[config.mk]
export PLATFORM = sky130hd
export DESIGN_NAME = char_lcd_i2c_expander_sequencer_flat
export DESIGN_NICKNAME = d
export VERILOG_FILES = /design/src/lcd_seq_pkg.sv /design/src/lcd_seq_in_if.sv /design/src/lcd_seq_out_if.sv /design/src/lcd_seq_cfg_if.sv /design/src/lcd_seq_ctrl.sv /design/src/lcd_seq_dp.sv /design/src/char_lcd_i2c_expander_sequencer.sv /design/src/flat_wrapper.sv
export SDC_FILE = /design/constraint.sdc
export NUM_CORES = 1
export LEC_CHECK = 0
export BUFFER_PORTS_ARGS = -buffer_cell sky130_fd_sc_hd__buf_2
export CAP_MARGIN = 20
export CORE_AREA = 2 2 94 96
export CTS_CLUSTER_SIZE = 30
export DETAILED_ROUTE_END_ITERATION = 8
export DIE_AREA = 0 0 96 98
export GPL_ROUTABILITY_DRIVEN = 0
export PLACE_DENSITY_LB_ADDON = 0.15
export SYNTH_ARGS = -nofsm -noshare
export SYNTH_HDL_FRONTEND = slang
export SYNTH_SLANG_ARGS = --single-unit
export TNS_END_PERCENT = 50
[constraint.sdc]
create_clock -name clk -period 7.6 [get_ports clk]
set_input_delay 0.38 -clock clk [delete_from_list [all_inputs] [get_ports clk]]
set_output_delay 0.38 -clock clk [all_outputs]
set_load 0.05 [all_outputs]
[src/lcd_seq_pkg.sv]
// Package: shared types, codes and constants of the LCD expander sequencer.
package lcd_seq_pkg;

  // Request action codes
  typedef enum logic [2:0] {
    ACT_COMMAND  = 3'd0,
    ACT_DATA     = 3'd1,
    ACT_CONTROL  = 3'd2,
    ACT_CURSOR   = 3'd3,
    ACT_CLEAR    = 3'd4,
    ACT_INIT     = 3'd5,
    ACT_SHUTDOWN = 3'd6,
    ACT_UNUSED   = 3'd7
  } action_t;

  // Result kind codes
  typedef enum logic [1:0] {
    KIND_WRITE  = 2'd0,
    KIND_WAIT   = 2'd1,
    KIND_REJECT = 2'd2
  } kind_t;

  // Configuration register indexes
  localparam logic [1:0] CFG_DEVICE_ADDRESS = 2'd0;
  localparam logic [1:0] CFG_PULSE_WAIT     = 2'd1;
  localparam logic [1:0] CFG_COMMAND_WAIT   = 2'd2;
  localparam logic [1:0] CFG_POWER_UP_WAIT  = 2'd3;

  // Configuration reset values
  localparam logic [6:0] RST_DEVICE_ADDRESS = 7'h27;
  localparam logic [7:0] RST_PULSE_WAIT     = 8'd5;
  localparam logic [7:0] RST_COMMAND_WAIT   = 8'd41;
  localparam logic [9:0] RST_POWER_UP_WAIT  = 10'd200;

  // Expander byte flag bits
  localparam logic [7:0] BIT_BACKLIGHT = 8'h08;
  localparam logic [7:0] BIT_ENABLE    = 8'h04;
  localparam logic [7:0] BIT_RS        = 8'h01;

  // Fixed LCD commands
  localparam logic [7:0] CMD_CLEAR      = 8'h01;
  localparam logic [7:0] CMD_DISP_BASE  = 8'h0C;
  localparam logic [7:0] CMD_DISP_OFF   = 8'h08;
  localparam logic [7:0] CMD_ROW0_BASE  = 8'h80;
  localparam logic [7:0] CMD_ROW1_BASE  = 8'hC0;
  localparam logic [7:0] MAX_COLUMN     = 8'd15;
  localparam logic [7:0] MAX_ROW        = 8'd1;

  // Sequencing limits: six writes per byte, six bytes in the init run
  localparam logic [2:0] LAST_STEP      = 3'd5;
  localparam logic [2:0] LAST_INIT_IDX  = 3'd5;

  // Request class seen by the controller
  typedef enum logic [1:0] {
    RC_REJECT = 2'd0,
    RC_INIT   = 2'd1,
    RC_BYTE   = 2'd2
  } req_class_t;

  // Input transaction payload
  typedef struct packed {
    logic [2:0] action;
    logic [7:0] value;
    logic [7:0] column;
    logic [7:0] row;
    logic       backlight_on;
    logic       cursor_on;
    logic       blink_on;
  } req_t;

  // Result transaction payload
  typedef struct packed {
    kind_t      kind;
    logic [6:0] bus_address;
    logic [7:0] expander_byte;
    logic [9:0] wait_units;
    logic       last;
  } item_t;

  // Controller to datapath command
  typedef struct packed {
    logic       load;
    logic       emit;
    kind_t      kind;
    logic [2:0] step;
    logic       use_init;
    logic [2:0] init_idx;
    logic       last;
  } cmd_t;

  // Datapath to controller status
  typedef struct packed {
    req_class_t req_class;
    logic       out_free;
  } stat_t;

  // Init command run
  function automatic logic [7:0] init_cmd(input logic [2:0] idx);
    logic [7:0] c;
    case (idx)
      3'd0:    c = 8'h02;
      3'd1:    c = 8'h28;
      3'd2:    c = 8'h0C;
      3'd3:    c = 8'h06;
      3'd4:    c = 8'h80;
      default: c = 8'h01;
    endcase
    return c;
  endfunction

endpackage

[src/lcd_seq_in_if.sv]
// Interface: request channel of the LCD expander sequencer.
interface lcd_seq_in_if;
  logic       valid;
  logic       ready;
  logic [2:0] action;
  logic [7:0] value;
  logic [7:0] column;
  logic [7:0] row;
  logic       backlight_on;
  logic       cursor_on;
  logic       blink_on;

  modport source (output valid, action, value, column, row, backlight_on, cursor_on,
                  blink_on, input ready);
  modport sink   (input valid, action, value, column, row, backlight_on, cursor_on,
                  blink_on, output ready);
endinterface

[src/lcd_seq_out_if.sv]
// Interface: result channel of the LCD expander sequencer.
interface lcd_seq_out_if;
  logic       valid;
  logic       ready;
  logic [1:0] kind;
  logic [6:0] bus_address;
  logic [7:0] expander_byte;
  logic [9:0] wait_units;
  logic       last;

  modport source (output valid, kind, bus_address, expander_byte, wait_units, last,
                  input ready);
  modport sink   (input valid, kind, bus_address, expander_byte, wait_units, last,
                  output ready);
endinterface

[src/lcd_seq_cfg_if.sv]
// Interface: configuration write channel of the LCD expander sequencer.
interface lcd_seq_cfg_if;
  logic       valid;
  logic       ready;
  logic [1:0] index;
  logic [9:0] data;

  modport source (output valid, index, data, input ready);
  modport sink   (input valid, index, data, output ready);
endinterface

[src/lcd_seq_ctrl.sv]
// Controller: state machine that steps through the writes of each request.
module lcd_seq_ctrl (
  input  logic               clk,
  input  logic               rst_n,
  input  logic               in_valid,
  input  lcd_seq_pkg::stat_t stat,
  output logic               in_ready,
  output lcd_seq_pkg::cmd_t  cmd
);

  typedef enum logic [3:0] {
    S_IDLE = 4'b0001,
    S_REJ  = 4'b0010,
    S_WAIT = 4'b0100,
    S_BYTE = 4'b1000
  } state_t;

  state_t     state_r, state_nxt;
  logic [2:0] step_r, step_nxt;
  logic [2:0] idx_r, idx_nxt;
  logic       init_r, init_nxt;

  // Next state and command
  always_comb begin
    state_nxt    = state_r;
    step_nxt     = step_r;
    idx_nxt      = idx_r;
    init_nxt     = init_r;
    in_ready     = 1'b0;
    cmd.load     = 1'b0;
    cmd.emit     = 1'b0;
    cmd.kind     = lcd_seq_pkg::KIND_WRITE;
    cmd.step     = step_r;
    cmd.use_init = init_r;
    cmd.init_idx = idx_r;
    cmd.last     = 1'b0;
    unique case (state_r)
      S_IDLE: begin
        in_ready = 1'b1;
        if (in_valid) begin
          cmd.load = 1'b1;
          step_nxt = 3'd0;
          idx_nxt  = 3'd0;
          init_nxt = (stat.req_class == lcd_seq_pkg::RC_INIT);
          case (stat.req_class)
            lcd_seq_pkg::RC_REJECT: state_nxt = S_REJ;
            lcd_seq_pkg::RC_INIT:   state_nxt = S_WAIT;
            default:                state_nxt = S_BYTE;
          endcase
        end
      end
      S_REJ: begin
        cmd.kind = lcd_seq_pkg::KIND_REJECT;
        cmd.last = 1'b1;
        if (stat.out_free) begin
          cmd.emit  = 1'b1;
          state_nxt = S_IDLE;
        end
      end
      S_WAIT: begin
        cmd.kind = lcd_seq_pkg::KIND_WAIT;
        if (stat.out_free) begin
          cmd.emit  = 1'b1;
          state_nxt = S_BYTE;
        end
      end
      S_BYTE: begin
        cmd.kind = lcd_seq_pkg::KIND_WRITE;
        cmd.last = (step_r == lcd_seq_pkg::LAST_STEP) &&
                   (!init_r || idx_r == lcd_seq_pkg::LAST_INIT_IDX);
        if (stat.out_free) begin
          cmd.emit = 1'b1;
          if (step_r == lcd_seq_pkg::LAST_STEP) begin
            step_nxt = 3'd0;
            if (cmd.last) begin
              state_nxt = S_IDLE;
            end else begin
              idx_nxt = idx_r + 3'd1;
            end
          end else begin
            step_nxt = step_r + 3'd1;
          end
        end
      end
      default: state_nxt = S_IDLE;
    endcase
  end

  // State registers
  always_ff @(posedge clk) begin
    if (!rst_n) begin
      state_r <= S_IDLE;
      step_r  <= 3'd0;
      idx_r   <= 3'd0;
      init_r  <= 1'b0;
    end else begin
      state_r <= state_nxt;
      step_r  <= step_nxt;
      idx_r   <= idx_nxt;
      init_r  <= init_nxt;
    end
  end

endmodule

[src/lcd_seq_dp.sv]
// Datapath: configuration, request latch, byte builder and output register.
module lcd_seq_dp (
  input  logic               clk,
  input  logic               rst_n,
  input  lcd_seq_pkg::req_t  req,
  input  logic               cfg_we,
  input  logic [1:0]         cfg_index,
  input  logic [9:0]         cfg_data,
  input  lcd_seq_pkg::cmd_t  cmd,
  input  logic               out_ready,
  output lcd_seq_pkg::stat_t stat,
  output logic               out_valid,
  output lcd_seq_pkg::item_t out_item
);

  logic [6:0] dev_addr_r;
  logic [7:0] pulse_wait_r;
  logic [7:0] command_wait_r;
  logic [9:0] power_up_wait_r;
  logic       backlight_r, backlight_nxt;
  logic [7:0] byte_r, byte_nxt;
  logic       data_r;
  logic       out_valid_r;
  lcd_seq_pkg::item_t item_r, item_nxt;
  lcd_seq_pkg::req_class_t req_class;
  logic [7:0] cur_byte;
  logic [3:0] nibble;
  logic [7:0] wr_byte;
  logic [9:0] wr_wait;
  logic       cursor_ok;

  // Configuration registers
  always_ff @(posedge clk) begin
    if (!rst_n) begin
      dev_addr_r      <= lcd_seq_pkg::RST_DEVICE_ADDRESS;
      pulse_wait_r    <= lcd_seq_pkg::RST_PULSE_WAIT;
      command_wait_r  <= lcd_seq_pkg::RST_COMMAND_WAIT;
      power_up_wait_r <= lcd_seq_pkg::RST_POWER_UP_WAIT;
    end else if (cfg_we) begin
      unique case (cfg_index)
        lcd_seq_pkg::CFG_DEVICE_ADDRESS: dev_addr_r      <= cfg_data[6:0];
        lcd_seq_pkg::CFG_PULSE_WAIT:     pulse_wait_r    <= cfg_data[7:0];
        lcd_seq_pkg::CFG_COMMAND_WAIT:   command_wait_r  <= cfg_data[7:0];
        lcd_seq_pkg::CFG_POWER_UP_WAIT:  power_up_wait_r <= cfg_data;
        default: ;
      endcase
    end
  end

  // Request decode: class, byte to send, backlight update
  assign cursor_ok = (req.column <= lcd_seq_pkg::MAX_COLUMN) &&
                     (req.row <= lcd_seq_pkg::MAX_ROW);

  always_comb begin
    req_class     = lcd_seq_pkg::RC_BYTE;
    byte_nxt      = req.value;
    backlight_nxt = backlight_r;
    unique case (lcd_seq_pkg::action_t'(req.action)) inside
      lcd_seq_pkg::ACT_COMMAND, lcd_seq_pkg::ACT_DATA: byte_nxt = req.value;
      lcd_seq_pkg::ACT_CONTROL: begin
        byte_nxt      = lcd_seq_pkg::CMD_DISP_BASE | {6'd0, req.cursor_on, req.blink_on};
        backlight_nxt = req.backlight_on;
      end
      lcd_seq_pkg::ACT_CURSOR: begin
        byte_nxt = ((req.row == 8'd0) ? lcd_seq_pkg::CMD_ROW0_BASE
                                      : lcd_seq_pkg::CMD_ROW1_BASE) | req.column;
        if (!cursor_ok) req_class = lcd_seq_pkg::RC_REJECT;
      end
      lcd_seq_pkg::ACT_CLEAR: byte_nxt = lcd_seq_pkg::CMD_CLEAR;
      lcd_seq_pkg::ACT_INIT: begin
        req_class     = lcd_seq_pkg::RC_INIT;
        backlight_nxt = 1'b1;
      end
      lcd_seq_pkg::ACT_SHUTDOWN: begin
        byte_nxt      = lcd_seq_pkg::CMD_DISP_OFF;
        backlight_nxt = 1'b0;
      end
      default: req_class = lcd_seq_pkg::RC_REJECT;
    endcase
  end

  assign stat.req_class = req_class;

  // Backlight state; a rejected request leaves it alone
  always_ff @(posedge clk) begin
    if (!rst_n) begin
      backlight_r <= 1'b1;
    end else if (cmd.load && req_class != lcd_seq_pkg::RC_REJECT) begin
      backlight_r <= backlight_nxt;
    end
  end

  // Request latch
  always_ff @(posedge clk) begin
    if (cmd.load) begin
      byte_r <= byte_nxt;
      data_r <= (req.action == lcd_seq_pkg::ACT_DATA);
    end
  end

  // Expander byte for the current step: high nibble in steps 0-2, low in 3-5
  assign cur_byte = cmd.use_init ? lcd_seq_pkg::init_cmd(cmd.init_idx) : byte_r;
  assign nibble   = (cmd.step < 3'd3) ? cur_byte[7:4] : cur_byte[3:0];
  assign wr_byte  = {nibble, 4'd0}
                  | (backlight_r ? lcd_seq_pkg::BIT_BACKLIGHT : 8'd0)
                  | ((cmd.step == 3'd1 || cmd.step == 3'd4) ? lcd_seq_pkg::BIT_ENABLE : 8'd0)
                  | ((data_r && !cmd.use_init) ? lcd_seq_pkg::BIT_RS : 8'd0);

  // Wait after the write: long wait closes a command nibble and every low nibble
  always_comb begin
    if (cmd.step == lcd_seq_pkg::LAST_STEP ||
        (cmd.step == 3'd2 && !(data_r && !cmd.use_init))) begin
      wr_wait = {2'd0, command_wait_r};
    end else begin
      wr_wait = {2'd0, pulse_wait_r};
    end
  end

  // Result assembly
  always_comb begin
    item_nxt.kind          = cmd.kind;
    item_nxt.bus_address   = 7'd0;
    item_nxt.expander_byte = 8'd0;
    item_nxt.wait_units    = 10'd0;
    item_nxt.last          = cmd.last;
    case (cmd.kind)
      lcd_seq_pkg::KIND_WRITE: begin
        item_nxt.bus_address   = dev_addr_r;
        item_nxt.expander_byte = wr_byte;
        item_nxt.wait_units    = wr_wait;
      end
      lcd_seq_pkg::KIND_WAIT: item_nxt.wait_units = power_up_wait_r;
      default: ;
    endcase
  end

  // Output register
  assign stat.out_free = !out_valid_r || out_ready;

  always_ff @(posedge clk) begin
    if (!rst_n) begin
      out_valid_r <= 1'b0;
    end else if (cmd.emit) begin
      out_valid_r <= 1'b1;
    end else if (out_ready) begin
      out_valid_r <= 1'b0;
    end
  end

  always_ff @(posedge clk) begin
    if (cmd.emit) begin
      item_r <= item_nxt;
    end
  end

  assign out_valid = out_valid_r;
  assign out_item  = item_r;

endmodule

[src/char_lcd_i2c_expander_sequencer.sv]
// Top level: character LCD request to I2C expander write sequencer.
//
//  channel | dir | handshake     | payload
//  in_if   | in  | valid/ready   | action, value, column, row, backlight_on, cursor_on, blink_on
//  out_if  | out | valid/ready   | kind, bus_address, expander_byte, wait_units, last
//  cfg_if  | in  | valid/ready   | index, data (always ready)
//
// One request at a time: once a request is accepted, one result per cycle while the
// result register drains; a byte request yields its writes, init a power-up wait and its
// run of writes, a reject a single rejection. The controller's step and byte counters set each length.
// Synchronous active-low reset restores register defaults and backlight on.
// A stalled result holds the sequence; the next request is taken once the last
// result has been registered.
module char_lcd_i2c_expander_sequencer (
  input  logic    clk,
  input  logic    rst_n,
  lcd_seq_in_if.sink    in_if,
  lcd_seq_out_if.source out_if,
  lcd_seq_cfg_if.sink   cfg_if
);

  lcd_seq_pkg::req_t  req;
  lcd_seq_pkg::cmd_t  cmd;
  lcd_seq_pkg::stat_t stat;
  lcd_seq_pkg::item_t item;
  logic               out_valid;
  logic               in_ready;

  // Pack request payload
  assign req.action       = in_if.action;
  assign req.value        = in_if.value;
  assign req.column       = in_if.column;
  assign req.row          = in_if.row;
  assign req.backlight_on = in_if.backlight_on;
  assign req.cursor_on    = in_if.cursor_on;
  assign req.blink_on     = in_if.blink_on;
  assign in_if.ready      = in_ready;
  assign cfg_if.ready     = 1'b1;

  lcd_seq_ctrl u_ctrl (
    .clk      (clk),
    .rst_n    (rst_n),
    .in_valid (in_if.valid),
    .stat     (stat),
    .in_ready (in_ready),
    .cmd      (cmd)
  );

  lcd_seq_dp u_dp (
    .clk       (clk),
    .rst_n     (rst_n),
    .req       (req),
    .cfg_we    (cfg_if.valid),
    .cfg_index (cfg_if.index),
    .cfg_data  (cfg_if.data),
    .cmd       (cmd),
    .out_ready (out_if.ready),
    .stat      (stat),
    .out_valid (out_valid),
    .out_item  (item)
  );

  // Unpack result payload
  assign out_if.valid         = out_valid;
  assign out_if.kind          = item.kind;
  assign out_if.bus_address   = item.bus_address;
  assign out_if.expander_byte = item.expander_byte;
  assign out_if.wait_units    = item.wait_units;
  assign out_if.last          = item.last;

  // A request is never taken in the cycle after another was taken
  a_no_back_to_back: assert property (@(posedge clk) disable iff (!rst_n)
    (in_if.valid && in_if.ready) |=> !in_if.ready)
    else $error("request accepted in two consecutive cycles");

  // A rejection is always the single, final result
  a_reject_last: assert property (@(posedge clk) disable iff (!rst_n)
    (out_if.valid && out_if.kind == lcd_seq_pkg::KIND_REJECT) |->
      (out_if.last && out_if.wait_units == 10'd0 && out_if.expander_byte == 8'd0))
    else $error("rejection result malformed");

  // A power-up wait is never the last result and carries no write
  a_wait_shape: assert property (@(posedge clk) disable iff (!rst_n)
    (out_if.valid && out_if.kind == lcd_seq_pkg::KIND_WAIT) |->
      (!out_if.last && out_if.bus_address == 7'd0 && out_if.expander_byte == 8'd0))
    else $error("wait result malformed");

  // A new request is only taken once the previous sequence has emitted its last result
  a_idle_drained: assert property (@(posedge clk) disable iff (!rst_n)
    (in_if.valid && in_if.ready && out_if.valid) |-> out_if.last)
    else $error("request accepted while a previous sequence is unfinished");

endmodule
[src/flat_wrapper.sv]
// flat-port wrapper written by rule: the top's interface ports become plain ports
module char_lcd_i2c_expander_sequencer_flat 
  (clk, rst_n, in_if_valid, in_if_action, in_if_value, in_if_column, in_if_row, in_if_backlight_on, in_if_cursor_on, in_if_blink_on, in_if_ready, out_if_valid, out_if_kind, out_if_bus_address, out_if_expander_byte, out_if_wait_units, out_if_last, out_if_ready, cfg_if_valid, cfg_if_index, cfg_if_data, cfg_if_ready);
  lcd_seq_in_if in_if_i ();
  lcd_seq_out_if out_if_i ();
  lcd_seq_cfg_if cfg_if_i ();
  input  logic clk;
  input  logic rst_n;
  input wire logic [$bits(in_if_i.valid)-1:0] in_if_valid;
  input wire logic [$bits(in_if_i.action)-1:0] in_if_action;
  input wire logic [$bits(in_if_i.value)-1:0] in_if_value;
  input wire logic [$bits(in_if_i.column)-1:0] in_if_column;
  input wire logic [$bits(in_if_i.row)-1:0] in_if_row;
  input wire logic [$bits(in_if_i.backlight_on)-1:0] in_if_backlight_on;
  input wire logic [$bits(in_if_i.cursor_on)-1:0] in_if_cursor_on;
  input wire logic [$bits(in_if_i.blink_on)-1:0] in_if_blink_on;
  output wire logic [$bits(in_if_i.ready)-1:0] in_if_ready;
  output wire logic [$bits(out_if_i.valid)-1:0] out_if_valid;
  output wire logic [$bits(out_if_i.kind)-1:0] out_if_kind;
  output wire logic [$bits(out_if_i.bus_address)-1:0] out_if_bus_address;
  output wire logic [$bits(out_if_i.expander_byte)-1:0] out_if_expander_byte;
  output wire logic [$bits(out_if_i.wait_units)-1:0] out_if_wait_units;
  output wire logic [$bits(out_if_i.last)-1:0] out_if_last;
  input wire logic [$bits(out_if_i.ready)-1:0] out_if_ready;
  input wire logic [$bits(cfg_if_i.valid)-1:0] cfg_if_valid;
  input wire logic [$bits(cfg_if_i.index)-1:0] cfg_if_index;
  input wire logic [$bits(cfg_if_i.data)-1:0] cfg_if_data;
  output wire logic [$bits(cfg_if_i.ready)-1:0] cfg_if_ready;
  assign in_if_i.valid = in_if_valid;
  assign in_if_i.action = in_if_action;
  assign in_if_i.value = in_if_value;
  assign in_if_i.column = in_if_column;
  assign in_if_i.row = in_if_row;
  assign in_if_i.backlight_on = in_if_backlight_on;
  assign in_if_i.cursor_on = in_if_cursor_on;
  assign in_if_i.blink_on = in_if_blink_on;
  assign in_if_ready = in_if_i.ready;
  assign out_if_valid = out_if_i.valid;
  assign out_if_kind = out_if_i.kind;
  assign out_if_bus_address = out_if_i.bus_address;
  assign out_if_expander_byte = out_if_i.expander_byte;
  assign out_if_wait_units = out_if_i.wait_units;
  assign out_if_last = out_if_i.last;
  assign out_if_i.ready = out_if_ready;
  assign cfg_if_i.valid = cfg_if_valid;
  assign cfg_if_i.index = cfg_if_index;
  assign cfg_if_i.data = cfg_if_data;
  assign cfg_if_ready = cfg_if_i.ready;
  char_lcd_i2c_expander_sequencer u_core (.clk(clk), .rst_n(rst_n), .in_if(in_if_i), .out_if(out_if_i), .cfg_if(cfg_if_i));
endmodule
After elaboration in Yosys (flattened, before gate mapping)
Cells that the tools add are included.
- $add $sub $neg: 2
- $mul: 0
- div/mod/pow operators: 0
- magnitude comparators: 3
- equal/unequal tests: 31
- shift-type cells: 0
- mux-type cells: 37
- bitwise logic cells: 4
- reduce and logical (&&, ||, !) cells: 32
- operators by type and width (kind ; number):
    case mux 8 bit (5 select lines) ; 1
    2-to-1 mux 4 bit ; 8
    case mux 8 bit (4 select lines) ; 1
    == test 3 bit, second input constant ; 7
    2-to-1 mux 3 bit ; 7
    case mux 10 bit (2 select lines) ; 1
    2-to-1 mux 8 bit ; 2
    case mux 4 bit (4 select lines) ; 1
    == test 3 x 2 -> 1 bit, second input constant ; 5
    case mux 3 bit (2 select lines) ; 2
    AND reduction 2 bit ; 6
    == test 3 x 1 -> 1 bit, second input constant ; 3
    case mux 3 bit (3 select lines) ; 1
    <= comparator 8 x 1 -> 1 bit, second input constant ; 1
    <= comparator 8 x 4 -> 1 bit, second input constant ; 1
    zero test 8 bit ; 1
    != test 2 bit, second input constant ; 4
    OR 8 x 1 -> 8 bit ; 1
    OR 8 x 3 -> 8 bit ; 1
    OR 8 x 4 -> 8 bit ; 1
    OR 8 bit ; 1
    case mux 4 bit (2 select lines) ; 1
    2-to-1 mux 1 bit ; 7
    2-to-1 mux 7 bit ; 1
    24 further kinds ; 44
- bits in registers: 83
- bits in latches: 0
- bits in writable memories: 0
- ROM bits: 0
- bits of input ports: 47
- output and inout port bits: 31
- logic and storage cells: 126
- memories kept: 0

Longest topological paths before layout
- depth after elaboration: 8
- gate-level depth with buffers: 6
- mapped depth without buffers: 6

Cells and area by module
A second synthesis with hierarchy kept.
- cells, all modules: 362
- area, all modules: 3788.6 µm²
- modules (own cells, without submodules) (module ; instances ; cells each ; area an instance (µm²) ; sequential area each (µm²)):
    lcd_seq_dp ; 1 ; 290 ; 3131.8 ; 1781.7
    lcd_seq_ctrl ; 1 ; 70 ; 645.6 ; 220.2
    char_lcd_i2c_expander_sequencer ; 1 ; 2 ; 11.3 ; 0.0

Worst setup path before layout
Ideal clock, no wire load.
- path type: register -> register
- from: register u_core.u_ctrl.state_r[1]
- to: register u_core.u_dp.item_r (netlist bit u_core.u_dp.out_item[0]) (enable)
- setup time: 411 ps
- data arrival time: 2136 ps
- data required time: 7189 ps
- slack: 5053 ps
- cell stages (with the launch flop): 5
- path buffers: 0
- clock period less this slack: 2547 ps
- path through: dfxtp_1 xnor2_1 nor3_1 nor2_1 nor2_1
- RTL lines (what ; line ; source):
    start: declaration ; lcd_seq_ctrl.sv:18 ; state_t state_r, state_nxt;
    start signal: assignment ; lcd_seq_ctrl.sv:97 ; state_r <= state_nxt;
    end signal: assignment ; lcd_seq_dp.sv:152 ; item_r <= item_nxt;
    end: declaration ; lcd_seq_dp.sv:24 ; lcd_seq_pkg::item_t item_r, item_nxt;

Final worst setup path
- from: register u_core.u_ctrl.state_r[0]
- to: output in_if_ready
- word-level cells in the longest chain between the ends: 2
- RTL lines (what ; line ; source):
    == test 4 x 1 -> 1 bit ; lcd_seq_ctrl.sv:37 ; unique case (state_r)
    2-to-1 mux 1 bit ; lcd_seq_ctrl.sv:37 ;
    end: declaration ; flat_wrapper.sv:17 ; output wire logic [$bits(in_if_i.ready)-1:0] in_if_ready;
No other way between the ends.

==> results.yml <==
run_status:
  outcome: "completed"
sta:
  setup_viol: 0
  finalMaxSlewViolations: 0
  rsz0062_at_grt: "no"
  setup_ws_ns: 5.500
  layout_min_cycle_time_ns: 2.100
  relSlewSlack_pct: 51.70
  tns_ns: 0
  hold_violations: 0
  fmax_ghz: 0.4763
  tightest_slew_ns: 0.7245
  period_share_pct: 27.63
  fin_skew_ns: 0.01106
final_layout:
  syn2layout_area_growth_pct: 17.87
  final_cells: 557
  nets: 496
  fin_util_pct: 52.56
  n_antenna_cell: 0
  drive_gt1_share_pct: 23.61
detailed_routing:
  drcViolationCount: 0
  viasPerCell: 5.167
  wl_per_cell_um: 14.36
  vias: 2878
  ant_nets: 0
  first_pass_iters: 4
  detail_route.wirelength_mm: 8.000
  drtIter0Drc: 61
yosys:
  async_reset_ff_share_pct: 0
  yosysMostFrequentCell: "nand2_1"
  ys_seq_elements: 82
  yosysSeqAreaShare_pct: 53.03
  syn_nets: 426
  synth_top_cell_by_area: "edfxtp_1"
  syn_avg_cell_area_um2: 10.09
  synth.area.top_cells: "edfxtp_1 29%, dfxtp_1 24%, mux2i_1 7.2%"
  yosys_warnings: 0
  synth_cells: 374
  synthDistinctLibCells: 55
  yosysTopAreaCellShare_pct: 28.64
  synth.top_cells.by_count: "61 x nand2_1, 46 x dfxtp_1, 36 x edfxtp_1"
  syn-cell-area_um2: 3775
  synth_edf_count: 36
  synth_top_flop_cell: "dfxtp_1"
global_routing:
  antenna_found_initial: 0
  grt_pass1_vias: 2741
  grt_usage_pct: 17.92
  grt_pass1_wl_mm: 13.05
  grt_start_max_net_pins: 46
  grt-ovfl-total: 0
clock_tree:
  ctsResizeCount: 0
  hold_buffers: 0
  clk_pin_slew_ns: 0.08
  cts_setup_buffers: 0
  clkSinkCount: 82
  max-clock-path-buffers: 2
  htree_levels: 3
  root_buffer: "clkbuf_8"
  clkLatencyLatePin_ns: 0.35
  cts_tree: "built"
  numCtsBuffers: 9
die:
  fp-row-count: 34
  core-area_um2: 8466
  chipWidth_um: 96
  dieHeight_um: 98
  dieArea_um2: 9408
  io_pins: 78
  start_util_pct: 44.59
power:
  clock_power_share_pct: 33.4
  p_int_mw: 0.7052
  p_leak_nw: 1.786
  p_sw_mw: 0.2634
  p_sw_share_pct: 27.19
  fin_total_pwr_mw: 0.9686
  p_comb_share_pct: 14.7
  max-vdd-ir-drop_mv: 0.09060
  p_seq_share_pct: 51.9
  power.density_nw_per_um2: 217.7
setup_path:
  cp-end-kind: "output pin"
  critical_path.cell_chain: "or4b_4 > inv_2 > buf_2"
  crit_family: "simple AND/OR/NAND/NOR gates"
  critPathBufInv: 2
  slowest_stage: "or4b_4"
  critPathMaxFanout: 7
  slowest_delay_ns: 0.53
  worstSetupPathType: "flop to output pin"
  critPathLaunchType: "flop"
  worstPathArrival_ns: 1.72
  worstPathRequired_ns: 7.22
placement:
  place_ws_ns: 5.666
  hpwl_mm: 5.584
  placed_cells: 541
  portBuffers: 75
job:
  drv_cap: 0
min_path:
  hp-class: "input pin to flop"
final cells by class:
type / count / area [µm²]
clock buffer: 12 / 155.1
clock inverter: 4 / 50.05
fill: 809 / 4016
inverter: 12 / 45.04
multi-input combinational: 260 / 1657
sequential: 82 / 2002
tap: 108 / 135.1
timing repair buffer: 79 / 405.4
kinds of logic (layout without fill, tap and decap cells):
group	after synthesis	in the layout	synth area share (%)
simple gates	143	143	19.46
mux	27	27	7.159
flops	82	82	53.03
buf+inv	32	107	3.447
compound gates	82	82	14.82
fa+ha+maj	5	5	1.657
other cells	2	2	0.1989
xor+xnor	1	1	0.2321
metal layers:
| layer | GRT usage (%) | vias up | wire (µm) | share of wire (%) |
|---|---|---|---|---|
| met1 | 23.87 | 1332 | 3737 | 47 |
| met5 | 0 | - | 0 | 0 |
| met2 | 29.11 | 74 | 3787 | 47 |
| met4 | 6.593 | 0 | 108 | 1.4 |
| met3 | 2.932 | 10 | 367 | 4.6 |
| li1 | - | 1462 | - | - |
state kept, by name, indices dropped and copies added (netlist names), 3 cells and up:
register                     cells
u_core.u_dp.byte_r               8
u_core.u_dp.pulse_wait_r         8
u_core.u_ctrl.state_r            4
u_core.u_dp.command_wait_r       8
u_core.u_dp.dev_addr_r           7
u_core.u_ctrl.step_r             3
u_core.u_dp.power_up_wait_r     10
u_core.u_dp.out_item            27
u_core.u_ctrl.idx_r              3
stage by stage:
| stage | hold WS, ns | instance area, µm² |
|---|---|---|
| 2_1_floorplan | 0.4332 | 3775 |
| 3_3_place_gp | 0.4441 | 4244 |
| 3_5_place_dp | 0.4512 | 4244 |
| 4_1_cts | 0.2763 | 4449 |
| 5_1_grt | 0.2937 | 4449 |
| 6_report | 0.2870 | 4449 |
worst reg2reg max path, cell delays in order, from the launching register on:
cell	delay [ns]
dfxtp_1	0.48
xnor2_1	0.15
nor3_2	0.11
buf_4	0.30
nor2_1	0.10
nor2_2	0.10
buf_4	0.35
power groups by stage:
stage	Clock [mW]	Sequential, mW	Combinational (mW)
finish	0.324	0.503	0.142
detailed placement	0	0.513	0.144
CTS	0.331	0.503	0.144
floorplan	0	0.539	0.0739
global route	0.351	0.506	0.156
global placement	0	0.512	0.143
worst paths after layout:
| check | slack (ns) | depth (start not counted) | from | to |
|---|---|---|---|---|
| worst max-delay path | 5.50 | 3 | u_core.u_ctrl.state_r[0] | in_if_ready |
| worst min-delay path | 0.29 | 3 | cfg_if_data[8] | u_core.u_dp.power_up_wait_r[8] |
| worst max register to register | 5.66 | 6 | u_core.u_ctrl.state_r[1] | u_core.u_dp.out_item[19] |
| worst min register to register | 0.47 | 2 | u_core.u_dp.power_up_wait_r[4] | u_core.u_dp.power_up_wait_r[4] |
cell usage in the layout, fill, tap and decap left out, types with 10 or more instances in the layout:
| cell | n |
|---|---|
| buf_2 | 75 |
| nand2_1 | 61 |
| dfxtp_1 | 46 |
| edfxtp_1 | 36 |
| mux2i_1 | 27 |
| o21ai_0 | 24 |
| nor2b_1 | 21 |
| a21boi_0 | 16 |
| nand3_1 | 14 |
| inv_1 | 11 |
| clkbuf_8 | 11 |
| nor2_1 | 10 |
| a21oi_1 | 10 |
Power figures use the tool's default switching activity.
